$ cat config.mk
export PLATFORM = sky130hd
export DESIGN_NAME = keypad_combination_lock
export DESIGN_NICKNAME = d
export VERILOG_FILES = /design/src/hw/rtl/kcl_pkg.sv /design/src/hw/rtl/keypad_combination_lock.sv
export SDC_FILE = /design/constraint.sdc
export NUM_CORES = 1
export LEC_CHECK = 0
export BUFFER_PORTS_ARGS = -buffer_cell sky130_fd_sc_hd__buf_2
export CAP_MARGIN = 20
export CORE_UTILIZATION = 56
export CTS_BUF_LIST = sky130_fd_sc_hd__clkbuf_4
export CTS_CLUSTER_SIZE = 16
export DETAILED_ROUTE_END_ITERATION = 6
export GPL_ROUTABILITY_DRIVEN = 0
export HOLD_SLACK_MARGIN = 0.12
export PLACE_DENSITY_LB_ADDON = 0.08
export SYNTH_ARGS = -nofsm -noshare
export SYNTH_HDL_FRONTEND = slang
export SYNTH_SLANG_ARGS = --single-unit
export TNS_END_PERCENT = 50
$ cat constraint.sdc
create_clock -name clk_i -period 4.7 [get_ports clk_i]
set_clock_uncertainty 0.15 [all_clocks]
set_input_delay 0.47 -clock clk_i [delete_from_list [all_inputs] [get_ports clk_i]]
set_output_delay 0.47 -clock clk_i [all_outputs]
set_load 0.1 [all_outputs]
$ cat src/hw/rtl/kcl_pkg.sv
package kcl_pkg;

  // Field and register widths
  localparam int unsigned KEY_W       = 4;
  localparam int unsigned DIGIT_W     = 4;
  localparam int unsigned CODE_W      = 24;
  localparam int unsigned HOLD_W      = 8;
  localparam int unsigned SHOWN_W     = 3;
  localparam int unsigned CFG_IDX_W   = 1;
  localparam int unsigned CFG_DATA_W  = 24;
  localparam int unsigned PACK_W      = 32;

  // Register indexes
  localparam logic [CFG_IDX_W-1:0] CFG_FACTORY_CODE = 1'd0;
  localparam logic [CFG_IDX_W-1:0] CFG_HOLD_SECONDS = 1'd1;

  // Register reset values
  localparam logic [CODE_W-1:0] FACTORY_RESET = 24'h888888;
  localparam logic [HOLD_W-1:0] HOLD_RESET    = 8'd5;

  // Key codes
  localparam logic [KEY_W-1:0] KEY_DIGIT_MAX = 4'd9;
  localparam logic [KEY_W-1:0] KEY_DELETE    = 4'd13;
  localparam logic [KEY_W-1:0] KEY_CHANGE    = 4'd14;
  localparam logic [KEY_W-1:0] KEY_START     = 4'd15;

  typedef enum logic {
    CMD_KEY  = 1'b0,
    CMD_TICK = 1'b1
  } cmd_e;

  typedef enum logic [1:0] {
    PHASE_IDLE  = 2'd0,
    PHASE_OPEN  = 2'd1,
    PHASE_ERROR = 2'd2
  } phase_e;

  typedef enum logic [1:0] {
    GOOD_NONE = 2'd0,
    GOOD_YES  = 2'd1,
    GOOD_NO   = 2'd2
  } good_e;

  typedef enum logic [1:0] {
    EV_NONE     = 2'd0,
    EV_OPENED   = 2'd1,
    EV_REJECTED = 2'd2,
    EV_IDLE     = 2'd3
  } event_e;

  typedef struct packed {
    cmd_e             command;
    logic [KEY_W-1:0] key;
  } in_t;

  typedef struct packed {
    logic               motor_on;
    logic               entry_lamp;
    logic               change_lamp;
    logic               error_lamp;
    logic [SHOWN_W-1:0] digits_entered;
    event_e             event_res;
    logic               code_saved;
    logic [CODE_W-1:0]  saved_code;
  } out_t;

  // Pick one digit of a packed code, place counted from the least significant nibble
  function automatic logic [DIGIT_W-1:0] code_digit(logic [CODE_W-1:0] code,
                                                    int unsigned place);
    logic [PACK_W-1:0] wide;
    wide = PACK_W'(code) >> (DIGIT_W * place);
    return wide[DIGIT_W-1:0];
  endfunction

endpackage

$ cat src/hw/rtl/keypad_combination_lock.sv
// A result is registered in the cycle after its item is transferred.
// Throughput: one item per cycle unless stalled; every item is handled in a single
// pass from the lock state registers through the digit compare into the result
// register. in_stall_o rises only while a result waits and out_stall_i is high.
// Reset clears all control state and loads the stored code from the factory default.
module keypad_combination_lock #(
  parameter int unsigned CODE_DIGITS = 6
) (
  input  logic                             clk_i,
  input  logic                             rst_ni,
  input  logic                             cfg_we_i,
  input  logic [kcl_pkg::CFG_IDX_W-1:0]    cfg_index_i,
  input  logic [kcl_pkg::CFG_DATA_W-1:0]   cfg_data_i,
  input  logic                             in_valid_i,
  output logic                             in_stall_o,
  input  kcl_pkg::in_t                     in_data_i,
  output logic                             out_valid_o,
  input  logic                             out_stall_i,
  output kcl_pkg::out_t                    out_data_o
);

  localparam int unsigned IDX_W = $clog2(CODE_DIGITS);
  localparam int unsigned CNT_W = $clog2(CODE_DIGITS + 1);
  localparam logic [CNT_W-1:0] LAST_CNT = CNT_W'(CODE_DIGITS);

  logic                              in_accept;
  logic [kcl_pkg::HOLD_W-1:0]        hold_q;

  logic                              entry_q, entry_d;
  logic                              change_q, change_d;
  logic [CNT_W-1:0]                  pos_q, pos_d;
  logic [kcl_pkg::DIGIT_W-1:0]       entered_q [CODE_DIGITS];
  logic [kcl_pkg::DIGIT_W-1:0]       entered_d [CODE_DIGITS];
  logic [kcl_pkg::DIGIT_W-1:0]       stored_q [CODE_DIGITS];
  logic [kcl_pkg::DIGIT_W-1:0]       stored_d [CODE_DIGITS];
  kcl_pkg::phase_e                   phase_q, phase_d;
  logic                              timer_q, timer_d;
  logic [kcl_pkg::HOLD_W-1:0]        secs_q, secs_d;
  kcl_pkg::good_e                    good_q, good_d;
  logic                              motor_q, motor_d;
  logic                              error_q, error_d;

  logic                              match;
  kcl_pkg::event_e                   ev;
  logic                              saved;
  logic [kcl_pkg::PACK_W-1:0]        pack_v;

  kcl_pkg::out_t                     result;
  kcl_pkg::out_t                     out_q;
  logic                              out_valid_q, out_valid_d;

  // Stall only while a finished result is held back
  assign in_stall_o  = out_valid_q & out_stall_i;
  assign in_accept   = in_valid_i & ~in_stall_o;
  assign out_valid_o = out_valid_q;
  assign out_data_o  = out_q;

  // Next lock state for the item on the input
  always_comb begin
    entry_d  = entry_q;
    change_d = change_q;
    pos_d    = pos_q;
    phase_d  = phase_q;
    timer_d  = timer_q;
    secs_d   = secs_q;
    good_d   = good_q;
    motor_d  = motor_q;
    error_d  = error_q;
    ev       = kcl_pkg::EV_NONE;
    saved    = 1'b0;
    match    = 1'b1;
    for (int i = 0; i < CODE_DIGITS; i++) begin
      entered_d[i] = entered_q[i];
      stored_d[i]  = stored_q[i];
    end

    if (in_data_i.command == kcl_pkg::CMD_TICK) begin
      if (timer_q) begin
        secs_d = secs_q + 8'd1;
      end
    end else if (in_data_i.key <= kcl_pkg::KEY_DIGIT_MAX) begin
      if (pos_d >= LAST_CNT) begin
        pos_d = '0;
      end
      // Fill the entry and compare once the last digit is in
      if (entry_q) begin
        entered_d[pos_d[IDX_W-1:0]] = in_data_i.key;
        pos_d = pos_d + 1'b1;
        if (pos_d >= LAST_CNT) begin
          pos_d   = '0;
          entry_d = 1'b0;
          for (int i = 0; i < CODE_DIGITS; i++) begin
            if (entered_d[i] != stored_d[i]) begin
              match = 1'b0;
            end
          end
          timer_d = 1'b1;
          if (match) begin
            good_d  = kcl_pkg::GOOD_YES;
            motor_d = 1'b1;
            phase_d = kcl_pkg::PHASE_OPEN;
            ev      = kcl_pkg::EV_OPENED;
          end else begin
            good_d  = kcl_pkg::GOOD_NO;
            error_d = 1'b1;
            phase_d = kcl_pkg::PHASE_ERROR;
            ev      = kcl_pkg::EV_REJECTED;
          end
        end
      end
      // Replace the stored code digit by digit
      if (change_q) begin
        stored_d[pos_d[IDX_W-1:0]] = in_data_i.key;
        pos_d = pos_d + 1'b1;
        if (pos_d >= LAST_CNT) begin
          pos_d    = '0;
          change_d = 1'b0;
          saved    = 1'b1;
          phase_d  = kcl_pkg::PHASE_OPEN;
          timer_d  = 1'b1;
          motor_d  = 1'b1;
        end
      end
    end else if (in_data_i.key == kcl_pkg::KEY_DELETE) begin
      if (entry_q) begin
        timer_d  = 1'b0;
        secs_d   = '0;
        entry_d  = 1'b1;
        change_d = 1'b0;
        pos_d    = '0;
      end
      if (change_d) begin
        for (int i = 0; i < CODE_DIGITS; i++) begin
          stored_d[i] = '0;
        end
        pos_d = '0;
      end
    end else if (in_data_i.key == kcl_pkg::KEY_CHANGE) begin
      if (good_q == kcl_pkg::GOOD_YES) begin
        good_d   = kcl_pkg::GOOD_NONE;
        change_d = 1'b1;
        entry_d  = 1'b0;
        phase_d  = kcl_pkg::PHASE_IDLE;
        timer_d  = 1'b0;
        secs_d   = '0;
      end
    end else if (in_data_i.key == kcl_pkg::KEY_START) begin
      timer_d  = 1'b0;
      secs_d   = '0;
      entry_d  = 1'b1;
      change_d = 1'b0;
    end

    // Return to idle once the hold time has run out
    if ((phase_d != kcl_pkg::PHASE_IDLE) && (secs_d >= hold_q)) begin
      timer_d  = 1'b0;
      secs_d   = '0;
      motor_d  = 1'b0;
      error_d  = 1'b0;
      phase_d  = kcl_pkg::PHASE_IDLE;
      entry_d  = 1'b0;
      change_d = 1'b0;
      pos_d    = '0;
      ev       = kcl_pkg::EV_IDLE;
    end
  end

  // Build the result from the new state
  always_comb begin
    pack_v = '0;
    for (int i = 0; i < CODE_DIGITS; i++) begin
      pack_v = {pack_v[kcl_pkg::PACK_W-kcl_pkg::DIGIT_W-1:0], stored_d[i]};
    end
    result.motor_on       = motor_d;
    result.entry_lamp     = entry_d;
    result.change_lamp    = change_d;
    result.error_lamp     = error_d;
    result.digits_entered = kcl_pkg::SHOWN_W'(pos_d);
    result.event_res      = ev;
    result.code_saved     = saved;
    result.saved_code     = pack_v[kcl_pkg::CODE_W-1:0];
  end

  // Output register valid
  always_comb begin
    out_valid_d = out_valid_q;
    if (in_accept) begin
      out_valid_d = 1'b1;
    end else if (out_valid_q && !out_stall_i) begin
      out_valid_d = 1'b0;
    end
  end

  // Control state and configuration
  always_ff @(posedge clk_i or negedge rst_ni) begin
    if (!rst_ni) begin
      hold_q      <= kcl_pkg::HOLD_RESET;
      entry_q     <= 1'b0;
      change_q    <= 1'b0;
      pos_q       <= '0;
      phase_q     <= kcl_pkg::PHASE_IDLE;
      timer_q     <= 1'b0;
      secs_q      <= '0;
      good_q      <= kcl_pkg::GOOD_NONE;
      motor_q     <= 1'b0;
      error_q     <= 1'b0;
      out_valid_q <= 1'b0;
      for (int i = 0; i < CODE_DIGITS; i++) begin
        stored_q[i] <= kcl_pkg::code_digit(kcl_pkg::FACTORY_RESET, CODE_DIGITS - 1 - i);
      end
    end else begin
      out_valid_q <= out_valid_d;
      if (cfg_we_i && cfg_index_i == kcl_pkg::CFG_HOLD_SECONDS) begin
        hold_q <= cfg_data_i[kcl_pkg::HOLD_W-1:0];
      end
      if (cfg_we_i && cfg_index_i == kcl_pkg::CFG_FACTORY_CODE) begin
        for (int i = 0; i < CODE_DIGITS; i++) begin
          stored_q[i] <= kcl_pkg::code_digit(cfg_data_i[kcl_pkg::CODE_W-1:0],
                                             CODE_DIGITS - 1 - i);
        end
      end else if (in_accept) begin
        for (int i = 0; i < CODE_DIGITS; i++) begin
          stored_q[i] <= stored_d[i];
        end
      end
      if (in_accept) begin
        entry_q  <= entry_d;
        change_q <= change_d;
        pos_q    <= pos_d;
        phase_q  <= phase_d;
        timer_q  <= timer_d;
        secs_q   <= secs_d;
        good_q   <= good_d;
        motor_q  <= motor_d;
        error_q  <= error_d;
      end
    end
  end

  // Entry digits and result payload
  always_ff @(posedge clk_i) begin
    if (in_accept) begin
      out_q <= result;
      for (int i = 0; i < CODE_DIGITS; i++) begin
        entered_q[i] <= entered_d[i];
      end
    end
  end

  a_modes_exclusive: assert property (@(posedge clk_i) disable iff (!rst_ni)
    !(entry_q && change_q))
    else $error("entry and change modes active together");

  a_pos_range: assert property (@(posedge clk_i) disable iff (!rst_ni)
    pos_q < LAST_CNT)
    else $error("digit position out of range");

  a_timer_idle_clear: assert property (@(posedge clk_i) disable iff (!rst_ni)
    !timer_q |-> (secs_q == '0))
    else $error("second count nonzero while timer stopped");

  a_accept_gives_result: assert property (@(posedge clk_i) disable iff (!rst_ni)
    in_accept |=> out_valid_q)
    else $error("transfer did not produce a result");

  a_open_drives_motor: assert property (@(posedge clk_i) disable iff (!rst_ni)
    (out_valid_q && out_q.event_res == kcl_pkg::EV_OPENED) |-> out_q.motor_on)
    else $error("opened event without motor");

endmodule

# Yosys cells after proc, flatten, opt, wreduce, memory -nomap -nowiden

Memory sizes are Yosys's and may differ from the RTL's.
Cells that the tools add are included.
W data, S select, Z words.

Input bits: 35
Register bits after elaboration: 87
RAM bits: 24
Memories kept: 1

Memories:

| memory    | words | width | rd ports | clocked after Yosys merged registers in | write ports | line                          | text |
|---|---|---|---|---|---|---|---|
| entered_q | 6     | 4     | 6        | 0                                       | 6           | keypad_combination_lock.sv:32 | `logic [kcl_pkg::DIGIT_W-1:0] entered_q [CODE_DIGITS];` |

Bitwise gates (word level): 9
Add/sub/neg operators: 3
Eq/ne operators: 16
Magnitude comparators: 9
Reduce and logical (&&, ||, !) cells: 16
Multiplexer cells: 125

Operator list:

| cell                  | count |
|---|---|
| $mux W24              | 10 |
| $mux W8               | 9 |
| $mux W1               | 64 |
| $bwmux W24            | 2 |
| $mux W3               | 15 |
| $mux W2               | 21 |
| $demux W4 S3          | 2 |
| $ne A4 B4 Y1          | 6 |
| $eq A4 B4 Y1 const B  | 3 |
| $reduce_bool A2 Y1    | 5 |
| $ge A3 B3 Y1 const B  | 3 |
| $add A8 B1 Y8 const B | 1 |
| $ge A4 B4 Y1 const B  | 2 |
| $ge A8 B8 Y1          | 1 |
| $lt A4 B1 Y1 const B  | 2 |
| $mux W4               | 2 |
| $not A3 Y4            | 2 |
| $reduce_and A7 Y1     | 1 |
| $add A3 B1 Y3 const B | 2 |
| $logic_and A1 B1 Y1   | 6 |
| $ne A5 B3 Y1 const B  | 1 |
| $not A1 Y1            | 5 |
| $reduce_and A5 Y1     | 1 |
| $reduce_bool A5 Y1    | 1 |
| 8 further kinds       | 11 |

# Longest topological paths before layout

Gate-level depths: netlist of the first run.

Depth in word-level cells: 32
Gate-level depth with buffers: 21
Depth with buffers taken out: 17

# Worst setup path after synthesis of the first run

No wires, ideal clock.

Kind: reg2reg
Start point: register pos_q[1]
End point: register out_q (netlist bit out_data_o[26]), data pin
Slack: 0.629 ns
Setup time: 0.255 ns
Data required time: 4.295 ns
Arrival: 3.666 ns
Stages on the path, launching flop included: 18
Cells stage by stage: dfrtp_1 > clkbuf_1 > inv_1 > nor2_1 > ha_1 > clkbuf_1 > mux2i_1 > a32oi_1 > ha_1 > nor2b_1 > nor3b_1 > mux2i_1 > a21oi_1 > nor2_1 > a41oi_2 > a21oi_2 > buf_4 > a31o_1

Longest elaborated chain between the ends: 30
Elaborated cells between the ends (all ways): 48
Classes of those cells: 2 x add/sub; 5 x order compare; 6 x eq/ne; 31 x mux; 1 x bitwise; 3 x reduce/logical

RTL lines:

| item                                                               | line                           | text |
|---|---|---|
| start, declared                                                    | keypad_combination_lock.sv:31  | `logic [CNT_W-1:0] pos_q, pos_d;` |
| start signal, assigned                                             | keypad_combination_lock.sv:229 | `pos_q <= pos_d;` |
| $ge A3 B3 Y1                                                       | keypad_combination_lock.sv:82  | `if (pos_d >= LAST_CNT) begin` |
| $mux W3 (*)                                                        | keypad_combination_lock.sv:82  |  |
| $mux W3 (*)                                                        | keypad_combination_lock.sv:81  | `end else if (in_data_i.key <= kcl_pkg::KEY_DIGIT_MAX) begin` |
| $mux W3 (*)                                                        | keypad_combination_lock.sv:77  | `if (in_data_i.command == kcl_pkg::CMD_TICK) begin` |
| $not A3 Y4 (implied by the code)                                   | keypad_combination_lock.sv:87  | `entered_d[pos_d[IDX_W-1:0]] = in_data_i.key;` |
| $ge A4 B4 Y1 (implied by the code) or $lt A4 B1 Y1 (tied branches) | keypad_combination_lock.sv:87  |  |
| $logic_and A1 B1 Y1 (implied by the code)                          | keypad_combination_lock.sv:87  |  |
| $mux W4 (implied by the code)                                      | keypad_combination_lock.sv:87  |  |
| [14 not listed]                                                    | -                              |  |
| $mux W2                                                            | keypad_combination_lock.sv:89  | `if (pos_d >= LAST_CNT) begin` |
| $mux W2                                                            | keypad_combination_lock.sv:86  | `if (entry_q) begin` |
| $mux W2                                                            | keypad_combination_lock.sv:115 | `if (pos_d >= LAST_CNT) begin` |
| $mux W2                                                            | keypad_combination_lock.sv:112 | `if (change_q) begin` |
| $mux W2                                                            | keypad_combination_lock.sv:81  |  |
| $mux W2                                                            | keypad_combination_lock.sv:77  |  |
| $reduce_bool A2 Y1                                                 | keypad_combination_lock.sv:155 | `if ((phase_d != kcl_pkg::PHASE_IDLE) && (secs_d >= hold_q)) begin` |
| $logic_and A1 B1 Y1                                                | keypad_combination_lock.sv:155 |  |
| end signal, assigned                                               | keypad_combination_lock.sv:243 | `out_q <= result;` |
| end, declared                                                      | keypad_combination_lock.sv:49  | `kcl_pkg::out_t out_q;` |

Mark *: on every way between the ends. The rest lies on a longest branch, timed or not. The select of a mux whose other input is x is not followed.
A chain may end at the register's enable or synchronous reset.

# Worst setup path in the final report of the first run

Start point: register pos_q[1]
End point: register out_q (netlist bit out_data_o[31]), data pin

Longest elaborated chain between the ends: 31
Elaborated cells between the ends (all ways): 49
Classes of those cells: 2 x add/sub; 5 x order compare; 6 x eq/ne; 32 x mux; 1 x bitwise; 3 x reduce/logical

RTL lines:

| item                                                               | line                           | text |
|---|---|---|
| $ge A3 B3 Y1                                                       | keypad_combination_lock.sv:82  |  |
| $mux W3 (*)                                                        | keypad_combination_lock.sv:82  |  |
| $mux W3 (*)                                                        | keypad_combination_lock.sv:81  |  |
| $mux W3 (*)                                                        | keypad_combination_lock.sv:77  |  |
| $not A3 Y4 (implied by the code)                                   | keypad_combination_lock.sv:87  |  |
| $ge A4 B4 Y1 (implied by the code) or $lt A4 B1 Y1 (tied branches) | keypad_combination_lock.sv:87  |  |
| $logic_and A1 B1 Y1 (implied by the code)                          | keypad_combination_lock.sv:87  |  |
| $mux W4 (implied by the code)                                      | keypad_combination_lock.sv:87  |  |
| [16 not listed]                                                    | -                              |  |
| $mux W2                                                            | keypad_combination_lock.sv:115 |  |
| $mux W2                                                            | keypad_combination_lock.sv:112 |  |
| $mux W2                                                            | keypad_combination_lock.sv:81  |  |
| $mux W2                                                            | keypad_combination_lock.sv:77  |  |
| $reduce_bool A2 Y1                                                 | keypad_combination_lock.sv:155 |  |
| $logic_and A1 B1 Y1                                                | keypad_combination_lock.sv:155 |  |
| $mux W1 (*)                                                        | keypad_combination_lock.sv:155 |  |
| net change_d                                                       | keypad_combination_lock.sv:30  | `logic change_q, change_d;` |

The timed path passes the listed nets; every way through them passes the cells marked *. The select of a mux whose other input is x is not followed.

==> impl_metrics.csv, run 1 <==
group,metric,value,unit
die,coreArea,11000,um2
die,rows,38,
cells_and_area,fin_nets,762,
setup_path,crit_type,"reg2reg",
global_routing,grt_pass1_vias,5238,
yosys,synth-seq-area-share,0.479,
clocking,h-tree-depth,3,
global_routing,overflow,0,
placement,place_inst,819,
drt,drc,0,
global_routing,antenna_found_initial,0,
placement,hpwl,11.7,mm
sta,hold_viol,0,
drt,vias_per_cell,6.19,
yosys,netlist_instances,628,
yosys,syn-num-nets,675,
yosys,synth-async-reset-ratio,0.477,
power,switching_share,0.445,
setup_path,crit_path_end_kind,"flop",
yosys,synth_top_area_frac,0.271,
power,p_clk_frac,0.139,
cells_and_area,num_antenna_cells,0,
sta,drv_slew,0,
drt,via_count,5320,
placement,io_buffers,70,
cells_and_area,mostFrequentLayoutCells,"nand2_1 (72), buf_2 (70), edfxtp_1 (58)",
yosys,synth_top_cell_by_area,"edfxtp_1",
yosys,synth-edff-count,58,
clocking,cts_buffer_depth,2,
clocking,clk-insertion-delay-late,0.52,ns
die,initial_core_util,0.585,
die,die-area,11900,um2
clocking,hold_buffers,25,
setup_path,path_max_fanout,16,
cells_and_area,final_common_cell,"nand2_1",
yosys,syn_area,6420,um2
clocking,numCtsBuffers,9,
cells_and_area,instances_no_fill,860,
clocking,cts-resized-gates,0,
run,cap_violations,0,
cells_and_area,area_delta_synth_final,14.5,%
drt,routed_wirelength,16.5,mm
setup_path,crit_required,4.79,ns
global_routing,grt_pass1_wl,26.6,mm
sta,finalCritPeriodShare,0.930,
sta,worst_pin_slew,0.776,ns
die,die-height,109,um
power,peakVddDrop,0.338,mV
sta,fmax,229,MHz
clocking,cts_root_buf,"clkbuf_4",
sta,min_period,4.37,ns
drt,detail_route.wl_per_cell,19.2,um
yosys,synth.top_cells.by_area,"edfxtp_1 (27%), dfrtp_1 (18%), mux2_2 (4.7%), nand2_1 (4.2%), dfstp_2 (3.3%)",
global_routing,track_usage,0.299,
yosys,yosysUniqueCellTypes,71,
setup_path,crit_arrival,4.47,ns
run_status,outcome,"finished, final reports clean",
drt,drt-pass1-iter-count,5,
sta,rsz0062_at_grt,"no",
clocking,clkTransAtPathRegs,0.16,ns
drt,drtAntennaViolNets,0,
yosys,synthFlopType,"edfxtp_1",
yosys,yosysWarnings,0,
drt,drt-initial-drc-count,484,
clocking,cts.sinks,111,
setup_path,cp-start-kind,"flop",
hold_path,hp-class,"in2reg",
sta,setup_viol,0,
power,power.leakage,3.13,nW
power,internal_power,0.00216,W
die,ioPinCount,71,
power,p_per_area,531,nW/um2
clocking,postCtsSetupBuffers,0,
sta,slew_headroom,0.478,
yosys,synth.avg_cell_area,10.2,um2
power,p_seq_frac,0.367,
sta,setup_tns,0,ns
yosys,ys_seq_elements,111,
cells_and_area,drive_gt1_frac,0.260,
die,die_width,109,um
global_routing,grt_max_degree,54,
power,power.switching,0.00174,W
clocking,tritoncts,"yes",
power,comb_power_share,0.493,
final cells by class:
type	instances	area, um2
fill	888	3630
sequential	111	3080
multi-input combinational	440	3030
timing repair buffer	115	763
tap	140	175
inverter	38	144
clock inverter	6	83.8
clock buffer	10	75.1
sequential cells by signal (all words and copies together) (netlist names):
register	flops
entry_q	1
error_q	1
phase_q	2
motor_q	1
hold_q	8
good_q	2
entered_q	24
change_q	1
secs_q	8
out_data_o	34
pos_q	3
timer_q	1
out_valid_o	1
stored_q	24
power by group through the flow:
stage | Combinational (W) | Clock [W] | Sequential (W)
after global routing | 0.00207 | 0.000584 | 0.00146
after CTS | 0.00190 | 0.000556 | 0.00143
final | 0.00192 | 0.000542 | 0.00143
after floorplan | 0.00114 | 0 | 0.00175
after detailed placement | 0.00188 | 0 | 0.00145
after global placement | 0.00183 | 0 | 0.00144
final timing paths:
| path | start | end | slack [ns] | cells after the start |
|---|---|---|---|---|
| worst max register to register | pos_q[1] | out_data_o[31] | 0.33 | 16 |
| max in group asynchronous | rst_ni | stored_q[17] | 3.45 | 3 |
| worst min register to register | good_q[0] | good_q[0] | 0.36 | 2 |
| min in group asynchronous | rst_ni | secs_q[6] | 0.46 | 3 |
| worst min-delay path | cfg_data_i[8] | stored_q[8] | 0.14 | 4 |
| worst max-delay path | pos_q[1] | out_data_o[31] | 0.33 | 16 |
routing by layer:
metal  global-route usage  routed length (um)  vias up
met3               0.0735                1220       26
met5                    0                   0        -
met2                0.474                7870      230
li1                     -                   -     2487
met4               0.0898                 252        0
met1                0.404                7180     2577
cells in the mapped netlist (3+ instances only):
library cell / count
a211oi_1: 4
a21o_1: 6
a21oi_1: 20
a221oi_1: 3
a22o_1: 23
a2bb2oi_1: 3
a31o_2: 24
a31oi_1: 5
and3_1: 3
buf_1: 3
clkbuf_1: 31
dfrtp_1: 45
dfstp_2: 8
edfxtp_1: 58
ha_1: 12
inv_1: 37
mux2_2: 27
mux2i_1: 11
nand2_1: 72
nand2b_1: 13
nand3_1: 13
nand3b_1: 4
nor2_1: 46
nor2_2: 3
nor2b_1: 6
nor3_1: 8
nor3_2: 7
nor3b_1: 5
o21ai_0: 30
o21bai_1: 4
o221ai_1: 5
o22ai_1: 5
o2bb2ai_1: 4
o31ai_1: 21
xnor2_1: 8
xor2_1: 7
logic make-up (layout without fill, tap and decap cells):
| group | after synthesis | after routing | share of synthesized area |
|---|---|---|---|
| AO/OA/AOI/OAI | 182 | 182 | 0.211 |
| XOR/XNOR | 15 | 15 | 0.0205 |
| adder cells (fa/ha/maj) | 12 | 12 | 0.0234 |
| buffers and inverters | 77 | 169 | 0.0487 |
| flip-flops | 111 | 111 | 0.479 |
| multiplexers | 38 | 38 | 0.0645 |
| AND/OR/NAND/NOR | 193 | 193 | 0.152 |
metrics by stage:
step           worst slack, ns  hold WS (ns)   util  cell area (um2)  power, W
3_5_place_dp             0.442         0.327  0.632             6940   0.00333
5_1_grt                 0.0410         0.131  0.669             7350   0.00412
2_1_floorplan            0.629        0.0244      -             6420   0.00289
4_1_cts                  0.404         0.121  0.669             7350   0.00389
6_report                 0.328         0.141  0.669             7350   0.00390
3_3_place_gp             0.629         0.314  0.632             6940   0.00327
critical path, stage by stage, from the launching register on:
cell	delay, ns
dfrtp_1	0.66
inv_1	0.17
nor2_1	0.21
ha_1	0.36
nand3_1	0.12
a31oi_1	0.37
inv_1	0.14
ha_1	0.31
nor2b_1	0.18
nor3b_1	0.20
mux2i_1	0.12
a21oi_1	0.26
a21oi_1	0.07
a41o_1	0.26
a21oi_2	0.30
buf_12	0.17
a211oi_1	0.04
(Power assumes the default switching activity.)
==> run 2, diff against run 1 <==
==> constraint.sdc (replaced) <==
create_clock -name clk_i -period 4.7 [get_ports clk_i]
set_clock_uncertainty 0.15 [all_clocks]
set_input_delay 0 -clock clk_i [delete_from_list [all_inputs] [get_ports clk_i]]
set_output_delay 0 -clock clk_i [all_outputs]
set_load 0.1 [all_outputs]
==> run 2 against run 1 <==
Against the previous run: cell count increased by 6.0%; fmax decreased by 0.82%; largest cell class unchanged; critical path depth decreased by 5; power increased by 0.74%; non-clock buffer count increased by 52; sequential power about the same; largest power group unchanged; critical endpoint is now secs_q[0]; die area unchanged; sequential cell count unchanged; combinational power increased by 7%; register-to-register slack got worse by 0.04 ns.
==> impl_metrics.csv, run 2 (synthesized netlist as in run 1, its figures left out) <==
group,metric,value,unit
setup_path,crit_path_end_kind,"flop",
drt,via_count,5499,
sta,finalCritPeriodShare,0.938,
global_routing,grt_pass1_vias,5368,
hold_path,min_from,"cfg_data_i[21]",
die,rows,38,
clocking,h-tree-depth,3,
sta,hold_viol,0,
clocking,numCtsBuffers,9,
drt,drt-initial-drc-count,494,
power,power.leakage,3.35,nW
hold_path,hp-class,"in2reg",
global_routing,grt_pass1_wl,27.8,mm
cells_and_area,final_common_cell,"dlygate4sd3_1",
drt,drt-pass1-iter-count,5,
drt,detail_route.wl_per_cell,19.0,um
sta,slew_headroom,0.448,
cells_and_area,mostFrequentLayoutCells,"dlygate4sd3_1 (74), nand2_1 (72), buf_2 (70)",
placement,place_inst,818,
global_routing,track_usage,0.312,
clocking,cts.sinks,111,
setup_path,crit_start,"pos_q[1]",
setup_path,crit_arrival,4.70,ns
clocking,tritoncts,"yes",
power,peakVddDrop,0.319,mV
sta,min_period,4.41,ns
placement,hpwl,11.4,mm
setup_path,path_max_fanout,8,
power,p_per_area,501,nW/um2
power,p_clk_frac,0.113,
cells_and_area,num_antenna_cells,0,
power,power.switching,0.00176,W
die,initial_core_util,0.585,
drt,routed_wirelength,17.3,mm
setup_path,cp-start-kind,"flop",
setup_path,r2r-start,"pos_q[1]",
die,coreArea,11000,um2
drt,drtAntennaViolNets,0,
power,comb_power_share,0.523,
power,internal_power,0.00217,W
sta,setup_tns,0,ns
cells_and_area,drive_gt1_frac,0.251,
setup_path,ff2ff_setup_slack,0.29,ns
placement,pre_cts_ws,0.416,ns
clocking,clkTransAtPathRegs,0.16,ns
setup_path,crit_type,"reg2reg",
setup_path,crit_required,4.99,ns
power,switching_share,0.447,
die,die-height,109,um
die,die_width,109,um
sta,worst_pin_slew,0.820,ns
power,p_seq_frac,0.364,
cells_and_area,largest_reg_flops,34,
cells_and_area,finalInstanceArea,7840,um2
die,die-area,11900,um2
cells_and_area,instances_no_fill,912,
cells_and_area,area_delta_synth_final,22.1,%
run,cap_violations,0,
run_status,outcome,"finished, final reports clean",
global_routing,antenna_found_initial,0,
global_routing,overflow,0,
sta,drv_slew,0,
placement,dpl_cell_area,6930,um2
clocking,cts_root_buf,"clkbuf_4",
cells_and_area,fin_nets,814,
sta,setup_viol,0,
drt,vias_per_cell,6.03,
sta,layout_setup_ws,0.292,ns
drt,drc,0,
clocking,clk-insertion-delay-late,0.50,ns
global_routing,grt_max_degree,54,
die,ioPinCount,71,
sta,fmax,227,MHz
clocking,cts_buffer_depth,2,
placement,io_buffers,70,
sta,timing.hold.ws,0.213,ns
==> run 2: cell count changes in the layout (fill, tap and decap cells not counted), moves of 2 or more <==
cell,change
dlygate4sd3_1,+49
dfrtp_1,-2
clkbuf_4,+3
buf_4,+3
dfrtp_2,+2
bufinv_16,-2
clkinv_2,-3
==> run 2: worst paths after layout <==
| path | to | cells after the start |
|---|---|---|
| worst min register to register | good_q[1] | 1 |
| worst max register to register | secs_q[0] | 11 |
| min in group asynchronous | out_valid_o | 4 |
| max in group asynchronous | pos_q[2] | 4 |
| worst max-delay path | secs_q[0] | 11 |
| worst min-delay path | stored_q[21] | 5 |
==> run 2: per-stage QoR <==
step | utilization | total power (W)
2_1_floorplan | - | 0.00289
3_3_place_gp | 0.631 | 0.00327
3_5_place_dp | 0.631 | 0.00332
4_1_cts | 0.709 | 0.00386
5_1_grt | 0.714 | 0.00417
6_report | 0.714 | 0.00393
==> run 2: final cells by class <==
| type | instances | area, um2 |
|---|---|---|
| well taps | 140 | 175 |
| inverters | 38 | 144 |
| clock inverters | 3 | 18.8 |
| repair buffers | 167 | 1280 |
| fillers | 801 | 3140 |
| multi-input cells | 440 | 3050 |
| flip-flops and latches | 111 | 3080 |
| clock buffers | 13 | 97.6 |
==> run 2: power groups by stage <==
stage / sequential, W / clock (W) / combinational (W)
floorplan: 0.00175 / 0 / 0.00114
global placement: 0.00144 / 0 / 0.00183
detailed placement: 0.00145 / 0 / 0.00187
CTS: 0.00143 / 0.000456 / 0.00198
global route: 0.00146 / 0.000493 / 0.00222
finish: 0.00143 / 0.000445 / 0.00205
==> run 2: per-layer routing <==
metal | up-vias | GRT usage | share of wire
li1 | 2596 | - | -
met1 | 2656 | 0.423 | 0.44
met2 | 226 | 0.502 | 0.48
met3 | 21 | 0.0592 | 0.064
met4 | 0 | 0.103 | 0.017
met5 | - | 0 | 0
==> run 2: what timing repair did <==
item,CTS,global route
buffers inserted,0,4
setup endpoints to repair,0,12
hold endpoints to repair,147,0
gates resized for setup,0,5
hold buffers,74,0
==> run 2: critical path: stages (launching register included) <==
cell and delay (ns):
dfrtp_2 0.48, buf_4 0.18, nor3b_4 0.38, o32ai_1 0.12, or4_1 0.50, or4_1 0.51
or4b_1 0.54, nand4b_4 0.27, a41oi_2 0.32, a21oi_4 0.13, o31ai_2 0.21, dlygate4sd3_1 0.57
